--- src/rtl/core/timestamp_sorted_event_list_defines.svh ---
// ----------------------------------------------------------------------------
// Assertion macros for the timestamp-sorted event list
// Concurrent checks that compile away when SYNTHESIS is defined.
// ----------------------------------------------------------------------------
`ifndef TIMESTAMP_SORTED_EVENT_LIST_DEFINES_SVH
`define TIMESTAMP_SORTED_EVENT_LIST_DEFINES_SVH

`ifndef SYNTHESIS
// Property checked on every clock edge outside reset.
`define TSEL_ASSERT(lbl, clk, rst_n, prop) \
  lbl: assert property (@(posedge clk) disable iff (!rst_n) (prop)) \
    else $error("tsel assertion failed");
// Property checked on every clock edge, reset included.
`define TSEL_ASSERT_ALWAYS(lbl, clk, prop) \
  lbl: assert property (@(posedge clk) (prop)) \
    else $error("tsel assertion failed");
`else
`define TSEL_ASSERT(lbl, clk, rst_n, prop)
`define TSEL_ASSERT_ALWAYS(lbl, clk, prop)
`endif

`endif

--- src/rtl/core/tsel_pkg.sv ---
`timescale 1ns / 1ps
// ----------------------------------------------------------------------------
// tsel_pkg
// Types and constants shared by the event list cells, merge tree and top.
// ----------------------------------------------------------------------------
package tsel_pkg;

  // List geometry.
  localparam int LIST_DEPTH = 256;
  localparam int IDX_W      = $clog2(LIST_DEPTH);
  localparam int CNT_W      = $clog2(LIST_DEPTH + 1);

  // Field widths of an item and of a result.
  localparam int TIME_W   = 32;
  localparam int KIND_W   = 2;
  localparam int DRUM_W   = 5;
  localparam int VEL_W    = 7;
  localparam int STATUS_W = 2;
  localparam int FOUND_W  = 8;
  localparam int COUNT_W  = 9;

  // First level of the result merge tree.
  localparam int GRP_SIZE = 16;
  localparam int N_GRP    = (LIST_DEPTH + GRP_SIZE - 1) / GRP_SIZE;

  typedef enum logic [1:0] {
    OP_INSERT = 2'd0,
    OP_LOOKUP = 2'd1,
    OP_CLEAR  = 2'd2,
    OP_NOP    = 2'd3
  } tsel_op_t;

  typedef enum logic [STATUS_W-1:0] {
    ST_OK    = 2'd0,
    ST_FULL  = 2'd1,
    ST_EMPTY = 2'd2
  } tsel_status_t;

  localparam logic [KIND_W-1:0] KIND_NOTE_OFF = 2'd1;
  localparam logic [KIND_W-1:0] KIND_CTRL     = 2'd2;

  // One stored event.
  typedef struct packed {
    logic [TIME_W-1:0] ev_time;
    logic [KIND_W-1:0] kind;
    logic [DRUM_W-1:0] drum;
    logic [VEL_W-1:0]  vel;
  } tsel_entry_t;

  // A cell's contribution to a lookup result; zero unless it is the hit.
  typedef struct packed {
    logic [IDX_W-1:0] idx;
    tsel_entry_t      ent;
  } tsel_hit_t;

  // Command broadcast from the top level to every cell.
  typedef struct packed {
    logic             ins_en;
    logic             look_en;
    logic [CNT_W-1:0] count;
    tsel_entry_t      ent;
  } tsel_ctl_t;

endpackage

--- src/rtl/core/tsel_cell.sv ---
`timescale 1ns / 1ps
// ----------------------------------------------------------------------------
// tsel_cell
// One slot of the sorted list: compares its entry with the key, shifts up
// on insert and flags itself as the lookup hit.
// ----------------------------------------------------------------------------
module tsel_cell (
  input  logic                      clk,
  input  tsel_pkg::tsel_ctl_t       ctl_i,
  input  logic [tsel_pkg::IDX_W-1:0] idx_i,
  input  tsel_pkg::tsel_entry_t     prev_ent_i,
  input  logic                      prev_ge_i,
  input  logic                      prev_g_i,
  output tsel_pkg::tsel_entry_t     ent_o,
  output logic                      ge_o,
  output logic                      g_o,
  output tsel_pkg::tsel_hit_t       hit_o
);
  import tsel_pkg::*;

  tsel_entry_t      ent_r, ent_nxt;
  tsel_hit_t        hit_r, hit_nxt;
  logic [CNT_W-1:0] pos;
  logic             occupied, last, ge, g, load;

  // Position of this slot against the fill count.
  assign pos      = CNT_W'(idx_i);
  assign occupied = pos < ctl_i.count;
  assign last     = (pos + CNT_W'(1)) == ctl_i.count;

  // The stored time is not below the key; monotone along the list.
  assign ge = occupied && (ent_r.ev_time >= ctl_i.ent.ev_time);
  // Lookup candidate: at or after the key, or the last stored entry.
  assign g  = occupied && (ge || last);

  // On insert, this slot and all above the insert point move up by one.
  assign load    = ctl_i.ins_en && (ge || (pos == ctl_i.count));
  assign ent_nxt = prev_ge_i ? prev_ent_i : ctl_i.ent;

  // Only the first candidate in the chain reports its entry.
  always_comb begin
    hit_nxt = '0;
    if (ctl_i.look_en && g && !prev_g_i) begin
      hit_nxt.idx = idx_i;
      hit_nxt.ent = ent_r;
    end
  end

  always_ff @(posedge clk) begin
    if (load) begin
      ent_r <= ent_nxt;
    end
    hit_r <= hit_nxt;
  end

  assign ent_o = ent_r;
  assign ge_o  = ge;
  assign g_o   = g;
  assign hit_o = hit_r;

endmodule

--- config.mk ---
export PLATFORM = sky130hd
export DESIGN_NAME = tsel_cell
export DESIGN_NICKNAME = d
export VERILOG_FILES = /design/src/rtl/core/timestamp_sorted_event_list_defines.svh /design/src/rtl/core/tsel_pkg.sv /design/src/rtl/core/tsel_cell.sv
export SDC_FILE = /design/constraint.sdc
export NUM_CORES = 1
export LEC_CHECK = 0
export BUFFER_PORTS_ARGS = -buffer_cell sky130_fd_sc_hd__buf_2
export CORE_MARGIN = 2
export CORE_UTILIZATION = 40
export CTS_CLUSTER_DIAMETER = 120
export DETAILED_ROUTE_END_ITERATION = 6
export GPL_ROUTABILITY_DRIVEN = 0
export PLACE_DENSITY = 0.72
export SETUP_SLACK_MARGIN = 0.2
export SYNTH_ARGS = -nofsm -noshare
export SYNTH_HDL_FRONTEND = slang
export SYNTH_SLANG_ARGS = --single-unit
export TNS_END_PERCENT = 20
--- constraint.sdc ---
create_clock -name clk -period 11.35 [get_ports clk]
set_input_delay 2.27 -clock clk [delete_from_list [all_inputs] [get_ports clk]]
set_output_delay 2.27 -clock clk [all_outputs]
set_load 0.03 [all_outputs]
; Word level (Yosys, flattened, before mapping)
; Cells that the tools add are included.
[totals]
input_bits = 114
out_inout_bits = 102
ff_bits = 100
wordCells = 23
[op_classes]
magnitude_cmp = 2
muxes = 1
add_sub_neg = 1
n_reduce_logical = 8
eq_ne = 2
[ops]
columns = op, count
row1 = 46-bit two-way mux, 1
row2 = 32-bit greater-or-equal comparator, 1
row3 = "8-bit by 1-bit adder with 9-bit output, second input constant", 1
row4 = 8-bit by 9-bit == test with 1-bit output, 1
row5 = 9-bit == test, 1
row6 = 8-bit by 9-bit < comparator with 1-bit output, 1
row7 = 1-bit logical AND, 5
row8 = 1-bit logical OR, 2
row9 = 1-bit zero test, 1

; Depth between registers and ports, before layout
; Gate-level depths: netlist of run 1.
[logic_depth]
word_depth = 6
ltp_mapped = 10
depth_no_buf = 9

; Worst setup path before layout of run 1
; OpenSTA, ideal clock, no wires.
[synth_path]
path_kind = input to output
start = input ctl_i[44] in the netlist's numbering
end = output g_o
required_ns = 9.080
path_stages = 9
slack_ns = 4.848
t_arrival_ns = 4.232
path_buffers = 1
path_cell_list = inv_1 ha_1 a21oi_1 nand2_1 a221o_1 o31ai_1 o21a_1 clkbuf_1 nand2_1
[synth_between]
elab_chain_len = 4
[synth_rtl]
columns = element, line_no
row1 = start: declaration, tsel_cell.sv:9  ; input tsel_pkg::tsel_ctl_t ctl_i,
row2 = 32-bit greater-or-equal comparator, tsel_cell.sv:32  ; assign ge = occupied && (ent_r.ev_time >= ctl_i.ent.ev_time);
row3 = 1-bit logical AND, tsel_cell.sv:32
row4 = 1-bit logical OR, tsel_cell.sv:34  ; assign g = occupied && (ge || last);
row5 = 1-bit logical AND, tsel_cell.sv:34
row6 = end: declaration, tsel_cell.sv:16  ; output logic g_o,
; No other way between the ends.

; Worst setup path in the final report of run 1
[layout_path]
start = input ctl_i[33] in the netlist's numbering
end = output ge_o
[layout_between]
elab_chain_len = 2
[layout_rtl]
columns = element, line_no
row1 = 32-bit greater-or-equal comparator, tsel_cell.sv:32
row2 = 1-bit logical AND, tsel_cell.sv:32
row3 = end: declaration, tsel_cell.sv:15  ; output logic ge_o,
; No other way between the ends.

==> flow_summary.toml, run 1 <==
[status]
status = "finished clean"

[placement]
dpl_cell_area_sq_um = 6190
io_buffer_count = 215
dp_hpwl_microns = 9420

[clocking]
cts_resized = 0
numCtsBuffers = 9
cts-htree-levels = 3
cts_buffer_depth = 2
cts_root_buffer = "clkbuf_16"
cts.sinks = 100
clkTransAtPathRegs_ps = 70
post_cts_buffers = 0
cts_tree = "built"
worst_skew_pair.late_latency_ps = 350
holdBufCountCts = 0

[finish]
final_common_cell = "buf_2"
num_antenna_cells = 0
design_area_sq_um = 6460
layout_common_cells = "215 x buf_2, 96 x nand2_1, 54 x dfxtp_1, 49 x a21oi_2, 46 x edfxtp_1"
area.growth.synth_to_final_pct = 29.0
finalNetCount = 853
final_core_util_pct = 53.4
drive_above_1_share_pct = 43.2

[timing]
min_period_ps = 7350
rsz0062_at_grt = "no"
final_hold_viol_count = 0
finalSetupViolCount = 0
worst_pin_slew_ps = 1210
finalSetupTns_ps = 0
hold_ws_ps = 517
clock_skew_ps = 9.32
clock.fmax_ghz = 0.136
fin_crit_sh_pct = 64.7
drv_slew = 0
relSlewSlack_pct = 19.3

[die]
rows = 40
die_h_microns = 116
core_sq_um = 12100
io_pins = 216
dieWidth_microns = 116
die_area_sq_um = 13400
start_util_pct = 41.4

[worst_setup_path]
required_ps = 9080
r2r_cells = 10
crit_buf_inv = 5
critPathMaxStageDelay_ps = 530
cp.depth = 11
cp-start-kind = "input pin"
r2r_end = "ent_o[20]$_DFFE_PP_"
critPathKind = "in -> out"
crit_family = "compound AO/OA/AOI/OAI gates"
regToRegSetupSlack_ps = 7320
cp-end-kind = "output port"
worstPathArrival_ps = 5080
worstPathMaxFanout = 29
crit_slowest_cell = "o21a_4"
reg2reg_from = "ent_o[44]$_DFFE_PP_"
cp_cell_sequence = "buf_2, inv_1, ha_1, a21oi_1, o21ai_0, a221o_1, o31ai_1, o21a_4, buf_4, inv_1, buf_2"

[global_route]
grt_pass1_vias = 4225
grt_pass1_wl_microns = 19700
grt_max_degree = 78
grt_remaining_overflow = 0
antenna_found_initial = 0
grt_util_all_layers_pct = 18.7

[pwr]
irDropWorstVdd_mv = 0.120
combPwrFrac_pct = 19.9
p_leak_nw = 2.98
swShare_pct = 29.9
p_seq_share_pct = 47.1
power.density_cell_area_nw_per_um2 = 134
intPower_mw = 0.609
clkPwrFrac_pct = 32.9
p_switching_mw = 0.259

[min_path]
hp-start = "ent_o[6]$_DFFE_PP_"
hold_depth = 2
worstHoldEndpoint = "hit_o[6]$_SDFF_PN0_"
hp-class = "reg -> reg"

[route]
drt_pass1_iterations = 4
via_count = 4268
ant_nets = 0
drt_iter0_drc = 289
routed_via_density = 4.90
avgRoutedWirePerCell_microns = 14.4
drt-total-wl_microns = 12500
drc_errors = 0

[yosys]
synth_area_sq_um = 5010
syn_inst = 495
avgSynthCellArea_sq_um = 10.1
synth_top_area_share_pct = 27.6
synthFlopType = "dfxtp_1"
ys_types = 41
seq_area_frac_synth_pct = 49.2
synthTopCellsByArea = "edfxtp_1 28%, dfxtp_1 22%, ha_1 10%"
syn-num-nets = 650
yosysWarnings = 0
async_reset_ff_share_pct = 0
synth_edf_count = 46
netlist.top_cell.by_area = "edfxtp_1"
synth-seq-cells = 100

[flow_run]
cap_violations = 0
==> cells by family after synthesis <==
logic type / after synthesis / synth area share (%)
multiplexers: 15 / 3.37
AND/OR/NAND/NOR: 134 / 12.0
adder cells (fa/ha/maj): 41 / 10.2
flip-flops: 100 / 49.2
XOR/XNOR: 7 / 1.22
AO/OA/AOI/OAI: 127 / 17.6
buffers and inverters: 71 / 6.42
==> state kept, by name, indices dropped and copies added (netlist names) <==
register,cells
hit_o,54
ent_o,46
==> cell usage after synthesis (all sizes together), types with 3 or more instances <==
library cell  number
ha                41
nand2             96
buf               14
dfxtp             54
a21o               3
xnor2              3
nand3              8
nand2b             3
o21ai             38
xor2               4
clkbuf            13
mux2              15
inv               44
nor3               7
edfxtp            46
a21oi             69
nand4              8
nor2               3
and4               4
==> metal layers <==
metal / part of all wire (%) / global-route usage (%) / vias to the layer above
met5: 0 / 0 / -
met2: 48 / 31.5 / 158
met1: 43 / 22.9 / 1963
met4: 1.7 / 5.48 / 0
li1: - / - / 2126
met3: 7.0 / 6.33 / 21
==> per-stage QoR <==
stage               setup slack (ps)  total power [mW]  std cells
detailed placement              4020             0.591        855
global placement                4010             0.587        855
finish                          4000             0.869        871
CTS                             4010             0.879        871
global route                    3840             0.910        871
floorplan                       4850             0.529        495
==> worst max path at each step <==
stage	startpoint	to	slack (ps)
CTS	ctl_i[31]	ge_o	4010
global route	ctl_i[31]	ge_o	3840
floorplan	ctl_i[44]	g_o	4850
finish	ctl_i[33]	ge_o	4000
detailed placement	ctl_i[31]	ge_o	4020
global placement	ctl_i[33]	ge_o	4010
==> worst register-to-register path, delay by kind of cell, from the launching register on <==
kind	cells	cell delay, ps
buffers and inverters	3	1040
AND/OR/NAND/NOR	1	70
AO/OA/AOI/OAI	5	1880
flip-flops	1	450
adder cells (fa/ha/maj)	1	340
==> power by group through the flow <==
stage / clock [mW] / sequential, mW / combinational [mW]
global route: 0.308 / 0.411 / 0.191
floorplan: 0 / 0.451 / 0.0789
finish: 0.286 / 0.409 / 0.173
global placement: 0 / 0.417 / 0.170
CTS: 0.295 / 0.409 / 0.174
detailed placement: 0 / 0.417 / 0.173
==> final cells by class <==
class / count / area, sq um
fillers: 1129 / 5650
multi-input cells: 324 / 2240
clock inverters: 6 / 48.8
clock buffers: 10 / 229
well taps: 168 / 210
inverters: 44 / 165
flip-flops and latches: 100 / 2460
repair buffers: 219 / 1110
No activity file was read; power rests on OpenSTA's default activity.
==> run 2: changes to the inputs <==
Settings changed: PLACE_DENSITY 0.72 to 0.75.
Clock period 11.35 ns to 5.9 ns, I/O delays scaled along.
==> run 2 against run 1 <==
  * Setup slack got worse by 2700 ps
  * Register-to-register slack got worse by 4900 ps
  * Hold slack improved by 5.5 ps
  * Global-route usage rose by 0.87 points
  * Total power rose by 93%
  * Wire length rose by 5.9%
  * Sequential power rose by 93%
  * Sequential cell count did not move
  * Critical endpoint is now g_o
  * Combinational power rose by 94%
  * Clock skew fell by 1.5 ps
  * Die area did not move
  * Largest cell class unchanged
  * Cell count rose by 0.23%
==> flow_summary.toml, run 2 (synthesis gave the netlist of run 1 again) <==
[clocking]
cts_root_buffer = "clkbuf_16"
post_cts_buffers = 0
numCtsBuffers = 9
cts_tree = "built"
clkTransAtPathRegs_ps = 70
cts_resized = 0
worst_skew_pair.late_latency_ps = 340
cts.sinks = 100
cts_buffer_depth = 2
holdBufCountCts = 0
cts-htree-levels = 3

[timing]
relSlewSlack_pct = 41.1
min_period_ps = 4560
hold_ws_ps = 522
fin_crit_sh_pct = 77.4
clock.fmax_ghz = 0.219
rsz0062_at_grt = "no"
finalSetupViolCount = 0
worst_pin_slew_ps = 883
clock_skew_ps = 7.84
drv_slew = 0
final_hold_viol_count = 0
finalSetupTns_ps = 0

[die]
die_area_sq_um = 13400
die_h_microns = 116
core_sq_um = 12100
dieWidth_microns = 116
io_pins = 216
rows = 40
start_util_pct = 41.4

[route]
avgRoutedWirePerCell_microns = 15.2
routed_via_density = 4.99
drt_pass1_iterations = 5
drt-total-wl_microns = 13300
ant_nets = 0
via_count = 4357
drt_iter0_drc = 298
drc_errors = 0

[min_path]
hold_depth = 2
hp-start = "ent_o[11]$_DFFE_PP_"
hp-class = "reg -> reg"
worstHoldEndpoint = "hit_o[11]$_SDFF_PN0_"

[pwr]
swShare_pct = 29.8
total_power_mw = 1.68
irDropWorstVdd_mv = 0.163
p_leak_nw = 2.99
power.density_cell_area_nw_per_um2 = 259
p_switching_mw = 0.500
p_seq_share_pct = 46.9
intPower_mw = 1.18
clkPwrFrac_pct = 33.0
combPwrFrac_pct = 20.0

[placement]
io_buffer_count = 215
dp_hpwl_microns = 9740

[worst_setup_path]
reg2reg_from = "ent_o[14]$_DFFE_PP_"
regToRegSetupSlack_ps = 2460
r2r_end = "ent_o[6]$_DFFE_PP_"
crit_start = "ctl_i[14]"
worstPathMaxFanout = 19
required_ps = 4720
critPathKind = "in -> out"
cp-start-kind = "input pin"
cp-end-kind = "output port"
r2r_cells = 10
worstPathArrival_ps = 3380

[finish]
final_core_util_pct = 53.5
multi_input_area_sq_um = 2240
finalNetCount = 854
area.growth.synth_to_final_pct = 29.2
ff_latch_area_sq_um = 2460
layout_common_cells = "215 x buf_2, 96 x nand2_1, 54 x dfxtp_1, 49 x a21oi_2, 46 x edfxtp_1"
largest_reg_flops = 54
final_common_cell = "buf_2"
drive_above_1_share_pct = 43.5
nFillCells = 1116

[global_route]
grt_remaining_overflow = 0
grt_util_all_layers_pct = 19.6
grt_pass1_wl_microns = 20600
grt_pass1_vias = 4345
grt_max_degree = 78
antenna_found_initial = 1

[status]
status = "finished clean"

[flow_run]
cap_violations = 0
## run 2: cell types whose count changed in the layout (fill, tap and decap cells not counted), sizes merged
cell / delta
clkinv: +1
buf: +1
inv: -1
diode: +1
## run 2: layout make-up
class	instances	share of cell area, %
timing repair buffer	220	17.2
tap	168	3.25
multi-input combinational	324	34.6
sequential	100	38.0
antenna	1	0.0386
clock inverter	6	0.599
clock buffer	10	3.69
inverter	44	2.55
## run 2: metal layers
layer	track usage, %	routed length (microns)	up-vias	share of wire [%]
li1	-	-	2131	-
met1	23.5	5580	2036	42
met2	34.0	6520	173	49
met3	5.28	954	17	7.2
met4	6.90	230	0	1.7
met5	0	0	-	0
## run 2: power groups by stage
stage	sequential (mW)	combinational (mW)	clock (mW)
final	0.788	0.336	0.555
after global routing	0.791	0.371	0.598
after CTS	0.788	0.339	0.571
after detailed placement	0.803	0.337	0
after global placement	0.802	0.328	0
after floorplan	0.867	0.152	0
## run 2: worst max-delay path, cell delays in order
cell and delay [ps]:
buf_2 110, ha_1 270, nand2b_1 140, a2111oi_0 400, a2111oi_0 130, nor3b_1 420, o21a_4 410, nand2_1 120
buf_2 190
## run 2: worst max-delay path by stage
stage	to	slack, ps	cells past startpoint
global route	g_o	1200	9
global placement	g_o	1350	9
floorplan	g_o	1580	9
CTS	g_o	1300	9
detailed placement	g_o	1330	9
finish	g_o	1340	9
## run 2: stage by stage
stage,setup slack [ps],instances,cell area [sq um]
after CTS,1300,872,6470
after detailed placement,1330,856,6190
after floorplan,1580,495,5010
after global placement,1350,856,6190
after global routing,1200,873,6470
final,1340,873,6470
==> run 3: changes to the inputs <==
Settings changed: PLACE_DENSITY 0.75 to 0.72.
Clock period 5.9 ns to 4.7 ns, I/O delays scaled along.
==> run 3 against run 2 <==
  * Critical path type unchanged
  * Die area did not move
  * Global-route usage fell by 0.40 points
  * Sequential cell count did not move
==> flow_summary.toml, run 3 (synthesis gave the netlist of run 1 again) <==
[status]
status = "finished clean"

[clocking]
cts_resized = 0
post_cts_buffers = 0
cts.sinks = 100
cts_tree = "built"
cts_buffer_depth = 2
worst_skew_pair.late_latency_ps = 350
clkTransAtPathRegs_ps = 70
cts_root_buffer = "clkbuf_16"
numCtsBuffers = 9
cts-htree-levels = 3
holdBufCountCts = 0

[worst_setup_path]
crit_slowest_cell = "a2111oi_0"
r2r_cells = 10
cp-end-kind = "output port"
critPathMaxStageDelay_ps = 470
worstPathArrival_ps = 2940
cp.depth = 9
worstPathMaxFanout = 4
required_ps = 3760
crit_buf_inv = 2
regToRegSetupSlack_ps = 1620
critPathKind = "in -> out"
crit_family = "compound AO/OA/AOI/OAI gates"
cp_cell_sequence = "buf_2, ha_1, nand2b_1, a2111oi_0, a2111oi_0, nor3b_1, o21a_4, nand2_1, buf_2"
cp-start-kind = "input pin"

[placement]
dpl_cell_area_sq_um = 6210
dpl.cell_count = 857
io_buffer_count = 215
dp_hpwl_microns = 9730

[pwr]
p_switching_mw = 0.638
combPwrFrac_pct = 18.7
swShare_pct = 28.1
p_seq_share_pct = 43.5
p_leak_nw = 3.03
intPower_mw = 1.63
clkPwrFrac_pct = 37.8
power.density_cell_area_nw_per_um2 = 346
irDropWorstVdd_mv = 0.193

[route]
drt_iter0_drc = 290
drt_pass1_iterations = 4
drc_errors = 0
routed_via_density = 4.93
drt-total-wl_microns = 13000
ant_nets = 0
via_count = 4303
avgRoutedWirePerCell_microns = 14.9

[die]
core_sq_um = 12100
die_h_microns = 116
io_pins = 216
rows = 40
die_area_sq_um = 13400
dieWidth_microns = 116
start_util_pct = 41.4

[finish]
design_area_sq_um = 6560
finalNetCount = 855
drive_above_1_share_pct = 43.5
finalNonFillerCells = 873
multi_input_area_sq_um = 2240
area.growth.synth_to_final_pct = 31.0
ff_latch_area_sq_um = 2460
num_antenna_cells = 0
nFillCells = 1100
largest_reg_flops = 54
layout_common_cells = "215 x buf_2, 96 x nand2_1, 54 x dfxtp_1, 49 x a21oi_2, 46 x edfxtp_1"
final_common_cell = "buf_2"

[global_route]
grt_util_all_layers_pct = 19.2
grt_remaining_overflow = 0
grt_max_degree = 55
grt_pass1_wl_microns = 20100
grt_pass1_vias = 4189
antenna_found_initial = 0

[timing]
finalSetupTns_ps = 0
min_period_ps = 3880
worst_pin_slew_ps = 870
final_hold_viol_count = 0
clock.fmax_ghz = 0.258
rsz0062_at_grt = "no"
drv_slew = 0
fin_crit_sh_pct = 82.5
clock_skew_ps = 12.7
finalSetupViolCount = 0
relSlewSlack_pct = 42.0
hold_ws_ps = 530

[min_path]
hp-class = "reg -> reg"
hold_depth = 2

[flow_run]
cap_violations = 0
run 3: worst min-delay path: cells and delay by family, from the launching register on:
family	cells	cell delay (ps)
AND/OR/NAND/NOR	1	60
flip-flops	1	350
AO/OA/AOI/OAI	1	90
run 3: metal layers:
layer / GRT usage [%] / vias up / part of all wire, %
li1: - / 2133 / -
met1: 22.7 / 1995 / 42
met2: 33.2 / 160 / 49
met3: 5.60 / 15 / 7.1
met4: 7.06 / 0 / 1.6
met5: 0 / - / 0
run 3: path summary, 6_finish.rpt:
check,start,endpoint
setup / recovery,ctl_i[14],g_o
hold / removal,ent_o[9]$_DFFE_PP_,hit_o[9]$_SDFF_PN0_
setup reg to reg,ent_o[14]$_DFFE_PP_,ent_o[3]$_DFFE_PP_
hold reg to reg,ent_o[9]$_DFFE_PP_,hit_o[9]$_SDFF_PN0_
run 3: power by group through the flow:
stage / clock [mW] / sequential, mW / combinational, mW
CTS: 0.879 / 0.988 / 0.429
floorplan: 0 / 1.09 / 0.191
global route: 0.908 / 0.992 / 0.469
global placement: 0 / 1.01 / 0.417
detailed placement: 0 / 1.01 / 0.427
finish: 0.859 / 0.988 / 0.425
run 3: stage by stage:
| step | setup WS [ps] | total power [mW] | util (%) |
|---|---|---|---|
| floorplan | 682 | 1.28 | - |
| global placement | 938 | 1.42 | 51.3 |
| detailed placement | 876 | 1.43 | 51.3 |
| CTS | 836 | 2.30 | 54.2 |
| global route | 713 | 2.37 | 54.2 |
| finish | 824 | 2.27 | 54.2 |
run 3: area by class of cell:
cell class | count | share of cell area, %
Timing Repair Buffer | 221 | 17.3
Multi-Input combinational cell | 324 | 34.2
Sequential cell | 100 | 37.5
Clock inverter | 7 | 1.89
Inverter | 44 | 2.52
Clock buffer | 9 | 3.43
Tap cell | 168 | 3.20
